--- src/rtl/snm_pkg.sv ---
// Shared types and codes for the sigmoid neuron backpropagation unit.
`default_nettype none
package snm_pkg;

   localparam int ADDR_W = 11;

   localparam logic [2:0] MODE_WRITE  = 3'd0;
   localparam logic [2:0] MODE_FWD    = 3'd1;
   localparam logic [2:0] MODE_TARGET = 3'd2;
   localparam logic [2:0] MODE_HIDDEN = 3'd3;
   localparam logic [2:0] MODE_UPDATE = 3'd4;
   localparam logic [2:0] MODE_ERRT   = 3'd5;
   localparam logic [2:0] MODE_READ   = 3'd6;
   localparam logic [2:0] MODE_NONE   = 3'd7;

   localparam logic [1:0] KIND_OUTPUT = 2'd0;
   localparam logic [1:0] KIND_GRAD   = 2'd1;
   localparam logic [1:0] KIND_CHANGE = 2'd2;
   localparam logic [1:0] KIND_WEIGHT = 2'd3;

   localparam logic [1:0] ERR_NONE  = 2'd0;
   localparam logic [1:0] ERR_COUNT = 2'd1;
   localparam logic [1:0] ERR_INDEX = 2'd2;

   localparam logic CSR_RATE   = 1'b0;
   localparam logic CSR_INPUTS = 1'b1;

   localparam logic [16:0] RATE_RESET   = 17'd6554;
   localparam logic [6:0]  INPUTS_RESET = 7'd64;

   typedef struct packed {
      logic [2:0]         mode;
      logic [6:0]         index;
      logic signed [31:0] value;
      logic signed [31:0] second_value;
      logic               last;
   } req_type;

   typedef struct packed {
      logic [1:0]         kind;
      logic signed [31:0] result_value;
      logic [1:0]         error;
   } rsp_type;

   typedef struct packed {
      logic [ADDR_W-1:0] rd_addr;
      logic [ADDR_W-1:0] wr_addr;
      logic              w_we;
      logic [31:0]       w_data;
      logic              s_we;
      logic [31:0]       s_data;
   } wst_req_type;

   typedef struct packed {
      logic        busy;
      logic [31:0] w_rd;
      logic [31:0] s_rd;
   } wst_rsp_type;

   typedef enum logic [2:0] {
      ST_IDLE,
      ST_EXEC,
      ST_STEP2,
      ST_STEP3,
      ST_STEP4,
      ST_STEP5,
      ST_EMIT
   } state_type;

endpackage
`default_nettype wire

--- src/rtl/snm_weight_store.sv ---
// Weight and snapshot memories, with the snapshot clearing pass after reset.
`default_nettype none
module snm_weight_store
   import snm_pkg::*;
#(
   parameter int MAX_INPUTS = 64
) (
   input  wire logic        clock,
   input  wire logic        reset,
   input  wire wst_req_type wst_req,
   output wst_rsp_type      wst_rsp
);

   localparam int DEPTH = MAX_INPUTS + 1;
   localparam int AW = $clog2(DEPTH);

   logic [31:0]   w_mem [DEPTH];
   logic [31:0]   s_mem [DEPTH];
   logic [31:0]   w_rd_ff;
   logic [31:0]   s_rd_ff;
   logic [AW-1:0] clr_ff;
   logic [AW-1:0] clr_in;
   logic          busy_ff;
   logic          busy_in;

   always_comb begin
      clr_in = clr_ff;
      busy_in = busy_ff;
      if (busy_ff) begin
         clr_in = clr_ff + AW'(1);
         if (clr_ff == AW'(DEPTH - 1)) busy_in = 1'b0;
      end
   end

   always_ff @(posedge clock) begin
      if (reset) begin
         clr_ff <= '0;
         busy_ff <= 1'b1;
      end else begin
         clr_ff <= clr_in;
         busy_ff <= busy_in;
      end
   end

   always_ff @(posedge clock) begin
      if (wst_req.w_we) w_mem[wst_req.wr_addr[AW-1:0]] <= wst_req.w_data;
      w_rd_ff <= w_mem[wst_req.rd_addr[AW-1:0]];
   end

   always_ff @(posedge clock) begin
      if (busy_ff) begin
         s_mem[clr_ff] <= '0;
      end else if (wst_req.s_we) begin
         s_mem[wst_req.wr_addr[AW-1:0]] <= wst_req.s_data;
      end
      s_rd_ff <= s_mem[wst_req.rd_addr[AW-1:0]];
   end

   assign wst_rsp.busy = busy_ff;
   assign wst_rsp.w_rd = w_rd_ff;
   assign wst_rsp.s_rd = s_rd_ff;

endmodule
`default_nettype wire

--- config.mk ---
export PLATFORM = sky130hd
export DESIGN_NAME = snm_weight_store
export DESIGN_NICKNAME = d
export VERILOG_FILES = /design/src/rtl/snm_pkg.sv /design/src/rtl/snm_weight_store.sv
export SDC_FILE = /design/constraint.sdc
export NUM_CORES = 2
export LEC_CHECK = 0
export BUFFER_PORTS_ARGS = -buffer_cell sky130_fd_sc_hd__buf_2
export CORE_MARGIN = 4
export CORE_UTILIZATION = 39
export DETAILED_ROUTE_END_ITERATION = 8
export PLACE_DENSITY_LB_ADDON = 0.1
export SLEW_MARGIN = 20
export SYNTH_ARGS = -nofsm -noshare
export SYNTH_HDL_FRONTEND = slang
export SYNTH_MEMORY_MAX_BITS = 65536
export SYNTH_SLANG_ARGS = --single-unit
export TNS_END_PERCENT = 1
--- constraint.sdc ---
create_clock -name clock -period 6 [get_ports clock]
set_clock_uncertainty 0.1 [all_clocks]
set_input_delay 0.3 -clock clock [delete_from_list [all_inputs] [get_ports clock]]
set_output_delay 0.3 -clock clock [all_outputs]
set_load 0.02 [all_outputs]
==> out/results.tsv <==
stage	metric	value	unit
grt	grt_pass1_wl	636.2	mm
clocking	clkSinkCount	4232	
routing	totalWireLength	458.9	mm
placed_design	io_buffers	146	
sta	max-slew-margin-rel	9.784	%
worst_setup_path	crit_chain	nor2b_4, buf_4, or3_1, o21ai_0, nand2_1, nor2_4, buf_4	
clocking	clockBufferDepth	4	
sta	tightest_slew	1353	ps
cells_and_area	mostFrequentLayoutCells	edfxtp_1 (4160), mux2i_1 (1026), mux4_2 (512), clkbuf_16 (459), a22oi_1 (448)	
yosys	synth_area_per_cell	20.13	um^2
worst_setup_path	critPathLaunchType	register	
cells_and_area	fin_util	45.21	%
routing	num_vias	80560	
sta	finalSetupViolCount	0	
worst_setup_path	crit_top_cell	buf_4	
pwr	pwr-share-clk	43.7	%
pwr	combPwrFrac	4.4	%
die	die_w	650.4	um
placed_design	pre_cts_slack	1569	ps
pwr	p_int	49.28	mW
placed_design	dpl.hpwl	268.9	mm
worst_setup_path	crit_required	6540	ps
routing	ant_nets	0	
clocking	clk_latency	980	ps
pwr	p_sw_share	21.32	%
die	std_cell_rows	235	
worst_setup_path	crit_fanout	25	
cells_and_area	layout_commonest_cell	edfxtp_1	
worst_setup_path	endpoint_kind	register	
grt	grt_pass1_vias	81340	
worst_setup_path	cp_num_buf_inv	2	
cells_and_area	num-nets-final	8599	
die	dieArea	0.4231	mm^2
cells_and_area	syn2layout_area_growth	15.29	%
die	ios	155	
cells_and_area	drive_gt1_share	20.30	%
yosys	synthCells	7995	
die	initial_utilization	39.22	%
die	die_h	650.4	um
grt	grt_overflow	0	
clocking	tritoncts	done	
sta	post-route-period-util	74.08	%
clocking	path_clk_slew	60	ps
routing	drtPass1Iterations	5	
sta	timing.setup.tns	0	ps
yosys	synth_warnings	0	
routing	wl_per_cell	31.96	um
pwr	ir_worst_vdd	248.3	uV
sta	min_period	4445	ps
yosys	syn_area	0.1610	mm^2
yosys	ys_seq_area_share	78.50	%
placed_design	gp_congestion	0.8216	
pwr	netSwitchingPower	13.35	mW
min_path	hold_path.class	input port to register	
routing	vias_per_cell	5.610	
clocking	post_cts_buffers	0	
routing	drtIter0Drc	7859	
clocking	root_buffer	clkbuf_16	
worst_setup_path	worst_path_max_delay_cell	nor2_4	
sta	clock.fmax	0.2250	GHz
pwr	power_density	337.5	mW/mm^2
yosys	synth-edff-count	4160	
yosys	ys.flop_type	edfxtp_1	
worst_setup_path	cp_slowest_stage_delay	1060	ps
sta	rsz0062_at_grt	no	
worst_setup_path	path_class	register to register	
pwr	power_frac_seq	52.0	%
yosys	syn_nets	8087	
sta	slew_violations	0	
yosys	yosysUniqueCellTypes	49	
grt	grt_max_degree	129	
outcome	status	finished clean	
pwr	cellLeakagePower	62.33	nW
worst_setup_path	cp.arrival	4990	ps
die	core_area	0.4105	mm^2
yosys	async_reset_ff_share	0	%
flow_run	maxCapViolCount	0	
yosys	ys_seq_elements	4232	
routing	drc	0	
clocking	cts_buffers	450	
grt	antenna_found_initial	45	
grt	grt.total_usage	21.21	%
sta	hold_viol_final	0	
clocking	htree_levels	5	
worst_setup_path	crit_family	simple AND/OR/NAND/NOR gates	
sta	setup_ws	1555	ps
## sequential cells by signal, summed over array words and instances, names as in the netlist
signal   cells
s_mem     2080
w_mem     2080
s_rd_ff     32
w_rd_ff     32
clr_ff       7
busy_ff      1
## cell type report
cell class | count | area [um^2]
antenna | 12 | 30.03
clock buffer | 587 | 12150
clock inverter | 254 | 2416
fill | 34930 | 224900
inverter | 4 | 15.01
multi-input combinational | 3298 | 33410
sequential | 4232 | 126400
tap | 5451 | 6820
timing repair buffer | 521 | 4384
## stage by stage
step / instance area [um^2] / std cells / hold slack (ps) / total power, mW
5_1_grt: 185600 / 14350 / 68.63 / 64.69
2_1_floorplan: 161000 / 7995 / 298.9 / 34.61
3_5_place_dp: 170300 / 13450 / 467.7 / 35.93
4_1_cts: 185300 / 14340 / 3.793 / 63.33
3_3_place_gp: 170100 / 13440 / 428.8 / 35.90
6_report: 185600 / 14360 / 104.1 / 62.63
## worst reg2reg max path, cell delays in order (launching register included)
cell and delay, ps:
dfxtp_1 600, nor2b_4 210, buf_4 290, or3_1 360, o21ai_0 270, nand2_1 840, nor2_4 1090, buf_4 390
## power groups by stage
stage	Combinational [mW]	Clock (mW)	Sequential (mW)
floorplan	1.47	0	33.1
global placement	2.72	0	33.2
detailed placement	2.75	0	33.2
CTS	2.78	28.0	32.6
global route	2.91	29.2	32.5
finish	2.74	27.3	32.5
## synth_stat cells (2+ instances only)
cell type	number	area, um^2
ha_1	2	25.02
nand4_1	68	425.4
a22oi_1	448	3363
a21oi_1	66	330.3
nor2_1	266	998.5
nor3_1	67	335.3
o221ai_1	64	560.5
nand2b_1	6	37.54
nor4b_1	2	17.52
and2_1	35	219.0
buf_4	11	82.58
a21o_1	2	15.01
nand3b_1	5	37.54
mux4_2	512	11530
edfxtp_1	4160	124900
mux2i_1	1026	10270
a21boi_0	2	15.01
inv_1	4	15.01
o21ai_1	40	200.2
o21ai_0	29	145.1
nand3_1	71	355.3
xor2_1	4	35.03
clkbuf_1	140	525.5
nor3b_1	2	15.01
buf_2	235	1176
o22ai_1	128	800.8
o31ai_1	2	15.01
buf_6	34	382.9
nand4b_1	2	17.52
nor2b_1	11	68.82
clkbuf_2	2	10.01
dfxtp_1	72	1441
a221o_1	64	640.6
or3_1	2	12.51
nand4bb_1	2	22.52
or2_2	2	12.51
buf_1	39	146.4
nand2_1	294	1104
a221oi_1	64	560.5
## metal layers
metal,GRT usage [%],vias up,part of all wire [%]
li1,-,34160,-
met5,0.5093,-,0.088
met2,33.13,2312,46
met4,5.192,16,2.5
met3,3.625,518,6.2
met1,30.97,43560,45
## worst paths after layout
kind,slack [ps],start,to,depth (start not counted)
worst max-delay path,1560,busy_ff,s_mem[11][7],7
worst min register to register,480,clr_ff[0],clr_ff[0],2
worst min-delay path,100,wst_req[72],w_mem[64][25],4
worst max register to register,1560,busy_ff,s_mem[11][7],7
## kinds of logic (layout without fill, tap and decap cells)
| kind of cell | count (synthesis) | count (layout) | share of synthesized area, % |
|---|---|---|---|
| flip-flops | 4232 | 4232 | 78.50 |
| multiplexers | 1539 | 1539 | 13.55 |
| AO/OA/AOI/OAI | 912 | 912 | 4.145 |
| AND/OR/NAND/NOR | 840 | 840 | 2.308 |
| buffers and inverters | 465 | 1366 | 1.453 |
| XOR/XNOR | 5 | 5 | 0.02720 |
| adder cells (fa/ha/maj) | 2 | 2 | 0.01554 |
| other | 0 | 12 | 0 |
## repair_timing
item                                    in CTS  in global routing
endpoints found under the hold margin     1764                260
hold buffers                                46                  4
resized for setup                            0                  0
endpoints found under the setup margin       0                  0
(Power assumes the default switching activity.)
